**config.mk**
```make
export PLATFORM = sky130hd
export DESIGN_NAME = i2c_master_byte_engine_top
export DESIGN_NICKNAME = d
export VERILOG_FILES = /design/src/design/i2cm_pkg.sv /design/src/design/i2cm_core.sv /design/src/design/i2c_master_byte_engine_top.sv
export SDC_FILE = /design/constraint.sdc
export NUM_CORES = 1
export LEC_CHECK = 0
export BUFFER_PORTS_ARGS = -buffer_cell sky130_fd_sc_hd__buf_2
export CORE_MARGIN = 2
export CORE_UTILIZATION = 39
export CTS_CLUSTER_DIAMETER = 40
export DETAILED_ROUTE_END_ITERATION = 10
export PLACE_DENSITY = 0.55
export SYNTH_ARGS = -nofsm -noshare
export SYNTH_HDL_FRONTEND = slang
export SYNTH_SLANG_ARGS = --single-unit
export TNS_END_PERCENT = 5
```
**constraint.sdc**
```tcl
create_clock -name clock -period 7.2 [get_ports clock]
set_clock_uncertainty 0.2 [all_clocks]
set_input_delay 0.36 -clock clock [delete_from_list [all_inputs] [get_ports clock]]
set_output_delay 0.36 -clock clock [all_outputs]
set_load 0.1 [all_outputs]
```
**src/design/i2cm_pkg.sv**
```systemverilog
`timescale 1ns / 1ps

package i2cm_pkg;

   typedef enum logic [3:0] {
      ST_IDLE = 4'd0,
      ST_ST_A = 4'd1,
      ST_ST_B = 4'd2,
      ST_ST_C = 4'd3,
      ST_SP_A = 4'd4,
      ST_SP_B = 4'd5,
      ST_SP_C = 4'd6,
      ST_WR_D = 4'd7,
      ST_WR_H = 4'd8,
      ST_WR_L = 4'd9,
      ST_AK_R = 4'd10,
      ST_AK_H = 4'd11,
      ST_AK_P = 4'd12,
      ST_RD_L = 4'd13,
      ST_RD_H = 4'd14
   } cmd_state_type;

   localparam logic [2:0] OP_NONE  = 3'd0;
   localparam logic [2:0] OP_START = 3'd1;
   localparam logic [2:0] OP_WRITE = 3'd2;
   localparam logic [2:0] OP_READ  = 3'd3;
   localparam logic [2:0] OP_STOP  = 3'd4;

   localparam logic CSR_PHASE_TICKS = 1'b0;
   localparam logic CSR_ACK_TIMEOUT = 1'b1;

   localparam logic [15:0] PHASE_TICKS_RESET = 16'd42;
   localparam logic [7:0]  ACK_TIMEOUT_RESET = 8'd50;
   localparam logic [3:0]  BITS_PER_BYTE     = 4'd8;
   localparam logic [7:0]  WAIT_MAX          = 8'hFF;

   typedef struct packed {
      logic [2:0] operation;
      logic [7:0] write_data;
      logic       send_ack;
      logic       sda_in;
   } req_type;

   typedef struct packed {
      logic       scl_out;
      logic       sda_out;
      logic       busy_res;
      logic       done_res;
      logic [7:0] read_data;
      logic       ack_ok;
      logic       timed_out;
   } rsp_type;

endpackage

```
**src/design/i2cm_core.sv**
```systemverilog
`timescale 1ns / 1ps

module i2cm_core (
   input  logic              clock,
   input  logic              reset,
   input  logic              step_en,
   input  i2cm_pkg::req_type req,
   input  logic [15:0]       phase_ticks,
   input  logic [7:0]        ack_timeout,
   output i2cm_pkg::rsp_type rsp
);

   i2cm_pkg::cmd_state_type st_ff, st_in;
   logic [15:0] pc_ff, pc_in;
   logic [3:0]  bc_ff, bc_in;
   logic [7:0]  sr_ff, sr_in;
   logic [7:0]  wc_ff, wc_in;
   logic        scl_ff, scl_in;
   logic        sda_ff, sda_in;
   logic        ack_ff, ack_in;
   logic        tmo_ff, tmo_in;
   logic        sack_ff, sack_in;
   logic [7:0]  rd_ff, rd_in;

   logic [15:0] pt;
   logic [15:0] pcd;
   logic [3:0]  bc1;
   logic [7:0]  wc1;
   logic        done;

   always_ff @(posedge clock) begin
      if (reset) begin
         st_ff   <= i2cm_pkg::ST_IDLE;
         pc_ff   <= '0;
         bc_ff   <= '0;
         sr_ff   <= '0;
         wc_ff   <= '0;
         scl_ff  <= 1'b1;
         sda_ff  <= 1'b1;
         ack_ff  <= 1'b0;
         tmo_ff  <= 1'b0;
         sack_ff <= 1'b0;
         rd_ff   <= '0;
      end else if (step_en) begin
         st_ff   <= st_in;
         pc_ff   <= pc_in;
         bc_ff   <= bc_in;
         sr_ff   <= sr_in;
         wc_ff   <= wc_in;
         scl_ff  <= scl_in;
         sda_ff  <= sda_in;
         ack_ff  <= ack_in;
         tmo_ff  <= tmo_in;
         sack_ff <= sack_in;
         rd_ff   <= rd_in;
      end
   end

   always_comb begin
      st_in   = st_ff;
      pc_in   = pc_ff;
      bc_in   = bc_ff;
      sr_in   = sr_ff;
      wc_in   = wc_ff;
      scl_in  = scl_ff;
      sda_in  = sda_ff;
      ack_in  = ack_ff;
      tmo_in  = tmo_ff;
      sack_in = sack_ff;
      rd_in   = rd_ff;
      done    = 1'b0;
      pt      = (phase_ticks == 16'd0) ? 16'd1 : phase_ticks;
      pcd     = (pc_ff != 16'd0) ? pc_ff - 16'd1 : 16'd0;
      bc1     = bc_ff + 4'd1;
      wc1     = (wc_ff == i2cm_pkg::WAIT_MAX) ? wc_ff : wc_ff + 8'd1;
      if (st_ff == i2cm_pkg::ST_IDLE) begin
         unique case (req.operation)
            i2cm_pkg::OP_START: begin
               sda_in = 1'b1;
               scl_in = 1'b1;
               st_in  = i2cm_pkg::ST_ST_A;
               pc_in  = pt;
            end
            i2cm_pkg::OP_WRITE: begin
               ack_in = 1'b0;
               tmo_in = 1'b0;
               bc_in  = '0;
               scl_in = 1'b0;
               sda_in = req.write_data[7];
               sr_in  = {req.write_data[6:0], 1'b0};
               st_in  = i2cm_pkg::ST_WR_D;
               pc_in  = pt;
            end
            i2cm_pkg::OP_READ: begin
               sack_in = req.send_ack;
               sr_in   = '0;
               bc_in   = '0;
               sda_in  = 1'b1;
               scl_in  = 1'b0;
               st_in   = i2cm_pkg::ST_RD_L;
               pc_in   = pt;
            end
            i2cm_pkg::OP_STOP: begin
               scl_in = 1'b0;
               sda_in = 1'b0;
               st_in  = i2cm_pkg::ST_SP_A;
               pc_in  = pt;
            end
            default: begin
            end
         endcase
      end else begin
         pc_in = pcd;
         if (pcd == 16'd0) begin
            unique case (st_ff)
               i2cm_pkg::ST_ST_A: begin
                  sda_in = 1'b0;
                  st_in  = i2cm_pkg::ST_ST_B;
                  pc_in  = pt;
               end
               i2cm_pkg::ST_ST_B: begin
                  scl_in = 1'b0;
                  st_in  = i2cm_pkg::ST_ST_C;
                  pc_in  = pt;
               end
               i2cm_pkg::ST_SP_A: begin
                  scl_in = 1'b1;
                  st_in  = i2cm_pkg::ST_SP_B;
                  pc_in  = pt;
               end
               i2cm_pkg::ST_SP_B: begin
                  sda_in = 1'b1;
                  st_in  = i2cm_pkg::ST_SP_C;
                  pc_in  = pt;
               end
               i2cm_pkg::ST_WR_D: begin
                  scl_in = 1'b1;
                  st_in  = i2cm_pkg::ST_WR_H;
                  pc_in  = pt;
               end
               i2cm_pkg::ST_WR_H: begin
                  scl_in = 1'b0;
                  st_in  = i2cm_pkg::ST_WR_L;
                  pc_in  = pt;
               end
               i2cm_pkg::ST_WR_L: begin
                  bc_in = bc1;
                  pc_in = pt;
                  if (bc1 < i2cm_pkg::BITS_PER_BYTE) begin
                     sda_in = sr_ff[7];
                     sr_in  = {sr_ff[6:0], 1'b0};
                     st_in  = i2cm_pkg::ST_WR_D;
                  end else begin
                     sda_in = 1'b1;
                     wc_in  = '0;
                     st_in  = i2cm_pkg::ST_AK_R;
                  end
               end
               i2cm_pkg::ST_AK_R: begin
                  scl_in = 1'b1;
                  st_in  = i2cm_pkg::ST_AK_H;
                  pc_in  = pt;
               end
               i2cm_pkg::ST_AK_H, i2cm_pkg::ST_AK_P: begin
                  if (!req.sda_in) begin
                     scl_in = 1'b0;
                     ack_in = 1'b1;
                     st_in  = i2cm_pkg::ST_IDLE;
                     pc_in  = '0;
                     done   = 1'b1;
                  end else begin
                     wc_in = wc1;
                     pc_in = pt;
                     if (wc1 > ack_timeout) begin
                        tmo_in = 1'b1;
                        scl_in = 1'b0;
                        sda_in = 1'b0;
                        st_in  = i2cm_pkg::ST_SP_A;
                     end else begin
                        st_in = i2cm_pkg::ST_AK_P;
                     end
                  end
               end
               i2cm_pkg::ST_RD_L: begin
                  scl_in = 1'b1;
                  if (bc_ff < i2cm_pkg::BITS_PER_BYTE) begin
                     sr_in = {sr_ff[6:0], req.sda_in};
                  end
                  st_in = i2cm_pkg::ST_RD_H;
                  pc_in = pt;
               end
               i2cm_pkg::ST_RD_H: begin
                  scl_in = 1'b0;
                  if (bc_ff < i2cm_pkg::BITS_PER_BYTE) begin
                     bc_in = bc1;
                     if (bc1 == i2cm_pkg::BITS_PER_BYTE) begin
                        sda_in = ~sack_ff;
                     end
                     st_in = i2cm_pkg::ST_RD_L;
                     pc_in = pt;
                  end else begin
                     rd_in = sr_ff;
                     st_in = i2cm_pkg::ST_IDLE;
                     pc_in = '0;
                     done  = 1'b1;
                  end
               end
               default: begin
                  st_in = i2cm_pkg::ST_IDLE;
                  pc_in = '0;
                  done  = 1'b1;
               end
            endcase
         end
      end
   end

   always_comb begin
      rsp.scl_out   = scl_in;
      rsp.sda_out   = sda_in;
      rsp.busy_res  = (st_in != i2cm_pkg::ST_IDLE);
      rsp.done_res  = done;
      rsp.read_data = rd_in;
      rsp.ack_ok    = ack_in;
      rsp.timed_out = tmo_in;
   end

endmodule

```
**src/design/i2c_master_byte_engine_top.sv**
```systemverilog
`timescale 1ns / 1ps

// Tick-driven I2C master byte engine. Every req transfer is one tick carrying a
// command (tuser) and the sampled SDA level; every tick yields exactly one rsp
// transfer with the SCL/SDA drives and status after that tick. Commands are
// taken only while idle; others are ignored. Each pin phase lasts phase_ticks
// ticks (0 acts as 1). One tick is processed per clock while rsp is not stalled: a
// tick is held in an input register and evaluated in one pass into the output
// register, so with rsp_tready high a tick is accepted every cycle and its result
// is offered on rsp from the output register. Configuration must be written
// through csr_* only while idle; the block itself does not enforce this.
module i2c_master_byte_engine_top (
   input  logic        clock,
   input  logic        reset,
   input  logic        req_tvalid,
   output logic        req_tready,
   input  logic [15:0] req_tdata,   // write_data[7:0], send_ack[8], sda_in[9], zero
   input  logic [2:0]  req_tuser,   // operation[2:0]
   output logic        rsp_tvalid,
   input  logic        rsp_tready,
   // scl_out[0], sda_out[1], busy_res[2], done_res[3], read_data[11:4],
   // ack_ok[12], timed_out[13], zero
   output logic [15:0] rsp_tdata,
   input  logic        csr_wr_en,
   input  logic        csr_index,
   input  logic [15:0] csr_wdata
);

   logic                  in_valid_ff;
   i2cm_pkg::req_type     in_ff;
   logic                  out_valid_ff;
   i2cm_pkg::rsp_type     out_ff;
   i2cm_pkg::rsp_type     step_rsp;
   logic [15:0]           phase_ticks_ff;
   logic [7:0]            ack_timeout_ff;
   logic                  out_room;
   logic                  step_en;

   assign out_room   = !out_valid_ff || rsp_tready;
   assign step_en    = in_valid_ff && out_room;
   assign req_tready = !in_valid_ff || out_room;

   always_ff @(posedge clock) begin
      if (reset) begin
         phase_ticks_ff <= i2cm_pkg::PHASE_TICKS_RESET;
         ack_timeout_ff <= i2cm_pkg::ACK_TIMEOUT_RESET;
      end else if (csr_wr_en) begin
         if (csr_index == i2cm_pkg::CSR_PHASE_TICKS) begin
            phase_ticks_ff <= csr_wdata;
         end else begin
            ack_timeout_ff <= csr_wdata[7:0];
         end
      end
   end

   always_ff @(posedge clock) begin
      if (reset) begin
         in_valid_ff <= 1'b0;
      end else if (req_tready) begin
         in_valid_ff <= req_tvalid;
      end
   end

   always_ff @(posedge clock) begin
      if (req_tvalid && req_tready) begin
         in_ff.operation  <= req_tuser;
         in_ff.write_data <= req_tdata[7:0];
         in_ff.send_ack   <= req_tdata[8];
         in_ff.sda_in     <= req_tdata[9];
      end
   end

   i2cm_core u_core (
      .clock       (clock),
      .reset       (reset),
      .step_en     (step_en),
      .req         (in_ff),
      .phase_ticks (phase_ticks_ff),
      .ack_timeout (ack_timeout_ff),
      .rsp         (step_rsp)
   );

   always_ff @(posedge clock) begin
      if (reset) begin
         out_valid_ff <= 1'b0;
      end else if (out_room) begin
         out_valid_ff <= in_valid_ff;
      end
   end

   always_ff @(posedge clock) begin
      if (step_en) begin
         out_ff <= step_rsp;
      end
   end

   assign rsp_tvalid = out_valid_ff;
   assign rsp_tdata  = {2'b00, out_ff.timed_out, out_ff.ack_ok, out_ff.read_data,
                        out_ff.done_res, out_ff.busy_res, out_ff.sda_out, out_ff.scl_out};

   a_done_not_busy: assert property (@(posedge clock) disable iff (reset)
      (out_valid_ff && out_ff.done_res) |-> !out_ff.busy_res)
      else $error("done reported while still busy");

   a_ack_tmo_excl: assert property (@(posedge clock) disable iff (reset)
      out_valid_ff |-> !(out_ff.ack_ok && out_ff.timed_out))
      else $error("ack and timeout flagged together");

   a_step_moves_out: assert property (@(posedge clock) disable iff (reset)
      step_en |=> out_valid_ff)
      else $error("evaluated tick lost before output register");

endmodule
```
==> summary.md <==
| Metric | Value |
|---|---|
| Number of diodes | 0 |
| Yosys reg bits | approximately 110 |
| Worst slew margin | 0.2403 |
| I/O pin total | 59 |
| Status | finished clean |
| Main combinational cell family by area after synthesis | simple AND/OR/NAND/NOR gates |
| Post-Synth Adder-Cell Area | 0.02487 |
| Complex-gate fraction of the synthesized area | 0.2124 |
| DRT Pass-1 Iters | 5 |
| Initial Util | 0.3987 |
| Post-CTS resize count | 0 |
| Final Net Count | ~790 |
| Clock Path Buffers | 2 |
| CP startpoint kind | register |
| Via density | roughly 5.7 |
| Fin. max-slew vios | 0 |
| Worst-margin pin slew | roughly 1.1 ns |
| Placed cells | 903 |
| Clk Latency, worst-skew pair | 0.36 ns |
| Mux share of post-synthesis cell area | 0.06361 |
| Total GRT Usage | 0.1973 |
| CTS Sinks | roughly 110 |
| Ys Warns | 0 |
| Die Area | 0.01649 mm² |
| Ys async rst share | 0 |
| Leakage | between 2 and 3 nW |
| CP top delay family | simple AND/OR/NAND/NOR gates |
| Placed cell areas | 0.006347 mm² |
| First-pass GRT wire length | 25790 µm |
| Part of the cycle the worst path needs | 0.5921 |
| Critical path fanouts, max | 13 |
| Critical Path End Type | register |
| RSZ-0062 raised after global routing | no |
| Share of cells above drive strength 1 | 0.1478 |
| RePlAce Congestion | 0.8494 |
| Synth Area per Inst | 8.553 µm² |
| Die Span X | approximately 130 µm |
| Worst Hold Class | input pin to register |
| Commonest non-fill, non-tap cell in the layout | nand2_1 |
| Cell variety after synth | 76 |
| Setup TNS | 0 ns |
| Global route overflow | 0 |
| CTS HTree Levels | 3 |
| Initial drt markers | between 500 and 600 |
| Non-Filler Cell Area, Final | 0.006788 mm² |
| Power Total | around 1.6 mW |
| Core area | 0.01515 mm² |
| Post-Synth XOR/XNOR Area | 0.01450 |
| Achievable frequency | 234.6 MHz |
| CP max-delay cell | or3b_2 |
| Die height | 128.4 µm |
| Hold WS | 0.04003 ns |
| Post-detail-place hpwl | roughly 11000 µm |
| Critical Path AT | 4.18 ns |
| Minimum clock period | 4.263 ns |
| Detailed Route WL | 15920 µm |
| Final setup violation count | 0 |
| Non-Filler Instances | 932 |
| Critical Path RT | between 7 and 8 ns |
| Via count | 5287 |
| Cells after Synth | 706 |
| Post-CTS Hold Buffers | 13 |
| Seq/Total Area, Yosys | 0.3962 |
| Number of flops mapped to enable cells by yosys | 27 |
| Critical path type | register to register |
| Hold Fails Final Rpt | 0 |
| Fillers | 1474 |
| Largest net degree at the start of global routing | 54 |
| Buf/Inv on CP | 1 |
| Initial antenna violation count | 0 |
| Maximum vdd drop | 103.8 µV |
| Row cnt | 45 |
| Cell Chain, Critical Path | inv_1 -> ha_1 -> or3b_2 -> nor4_4 -> mux2i_1 -> and4_1 -> o21ai_1 -> nor2_2 -> mux2_2 |
| Vias in the first global route | 4950 |
| Power density over the cells | 235.0 mW/mm² |
| CTS tree | done |
| Reg clk slew, reported paths | 0.08 ns |
| # DRC | 0 |
| Mapped Area | 0.006038 mm² |
| WL per Instance | between 15 and 20 µm |
| Post-synthesis simple-gate area fraction | 0.2344 |
| Root Buffer Master | clkbuf_16 |
| Post-CTS Setup Inserts | 0 |
| CTS Buf Count | 9 |
| Max_cap viols | 0 |
| Most frequent cells in the layout | nand2_1 (111), dfxtp_1 (79), a21oi_1 (70), nor2_1 (56), buf_2 (50) |
| Predominant post-synthesis flop cell | dfxtp_1 |
| Area grow syn2layout | 12.41% |
| Critical path's largest stage delay | 0.57 ns |
| IO buf count | 50 |
| Detail Route Antenna Nets | 0 |
## cell usage after synthesis (all sizes together) (2+ instances only)
library cell,count,share of area
a2bb2oi,3,0.0044
nor3,12,0.012
or4,2,0.0037
xnor2,6,0.0087
a32o,7,0.012
inv,24,0.015
nor4,12,0.023
a21oi,71,0.059
a22o,10,0.015
mux2i,26,0.043
ha,12,0.025
nand4,18,0.022
o31ai,3,0.0060
dfxtp,79,0.26
a211oi,7,0.0087
nor4b,2,0.0039
o21ba,2,0.0033
nand2b,9,0.0093
o21a,6,0.0075
o221ai,2,0.0029
xor2,4,0.0058
a221oi,4,0.0058
a31oi,4,0.0041
nor2,57,0.036
a211o,4,0.0058
o21ai,35,0.029
o22ai,4,0.0041
and3,6,0.0062
nor2b,8,0.0083
o31a,2,0.0029
nor3b,3,0.0046
nand3,20,0.017
o221a,3,0.0056
buf,18,0.019
clkbuf,31,0.019
a311oi,2,0.0029
mux2,11,0.021
and2,5,0.0052
edfxtp,27,0.13
nand2,111,0.069
o2111ai,2,0.0029
o211ai,10,0.013
or3,5,0.0060
a21boi,2,0.0025
## path summary, 6_finish.rpt
check | startpoint | slack, ns | to | depth (start not counted)
min reg2reg | u_core.tmo_ff$_SDFFE_PP0P_ | 0.26 | u_core.tmo_ff$_SDFFE_PP0P_ | 2
min | req_tvalid | 0.04 | in_valid_ff$_SDFFE_PP0N_ | 3
max | u_core.pc_ff[0]$_SDFFE_PP0P_ | 2.94 | rsp_tdata[4]$_DFFE_PP_ | 9
max reg2reg | u_core.pc_ff[0]$_SDFFE_PP0P_ | 2.94 | rsp_tdata[4]$_DFFE_PP_ | 9
## state kept, by name (all words and copies together), names as in the netlist
| register | flops |
|---|---|
| u_core.bc_ff | 4 |
| ack_timeout_ff | 8 |
| u_core.tmo_ff | 1 |
| in_ff | 13 |
| u_core.ack_ff | 1 |
| u_core.st_ff | 4 |
| rsp_tdata | 14 |
| phase_ticks_ff | 16 |
| u_core.pc_ff | 16 |
| u_core.scl_ff | 1 |
| rsp_tvalid | 1 |
| u_core.sr_ff | 8 |
| u_core.sda_ff | 1 |
| u_core.wc_ff | 8 |
| u_core.rd_ff | 8 |
| u_core.sack_ff | 1 |
| in_valid_ff | 1 |
## per-stage QoR
step	setup WS, ns	util
after CTS	2.974	0.4482
after global routing	2.745	0.4482
final	2.937	0.4482
after global placement	3.050	0.4191
after floorplan	3.853	-
after detailed placement	2.980	0.4191
## routing by layer
metal  part of all wire  global-route usage  up-vias
met2               0.45              0.3079      125
met5                  0                   0        -
met3              0.041             0.03368       21
li1                   -                   -     2640
met4              0.017             0.07175        0
met1               0.49              0.2755     2501
## where the power goes
| part | leakage, nW | switching (mW) | internal (mW) | total, mW |
|---|---|---|---|---|
| registers | 0.905 | 0.0396 | 0.638 | 0.677 |
| logic | 1.47 | 0.274 | 0.146 | 0.420 |
| clock network | 0.146 | 0.250 | 0.248 | 0.498 |
| total | 2.52 | 0.563 | 1.03 | 1.60 |
## cell families (layout without fill, tap and decap cells)
logic type,Yosys count,after routing
xor gates and xnor gates,10,10
AOI/OAI and AO/OA,191,191
muxes,37,37
other,1,2
DFF,106,106
buffers and inverters,73,110
adders and majority gates,12,12
and+or+nand+nor,276,276
## area by class of cell
type	count	area [µm²]	share of cell area
tap	188	235.2	0.03465
clock buffer	9	225.2	0.03318
multi-input combinational	528	3327	0.4901
clock inverter	7	85.08	0.01253
inverter	24	90.09	0.01327
timing repair buffer	70	432.9	0.06378
sequential	106	2392	0.3524
## tightest hold or removal path: cells and delay by family
kind	cells	cell delay, ns
buffers and inverters	1	0.08
AND/OR/NAND/NOR	1	0.08
AO/OA/AOI/OAI	1	0.04
(Power assumes the default switching activity.)
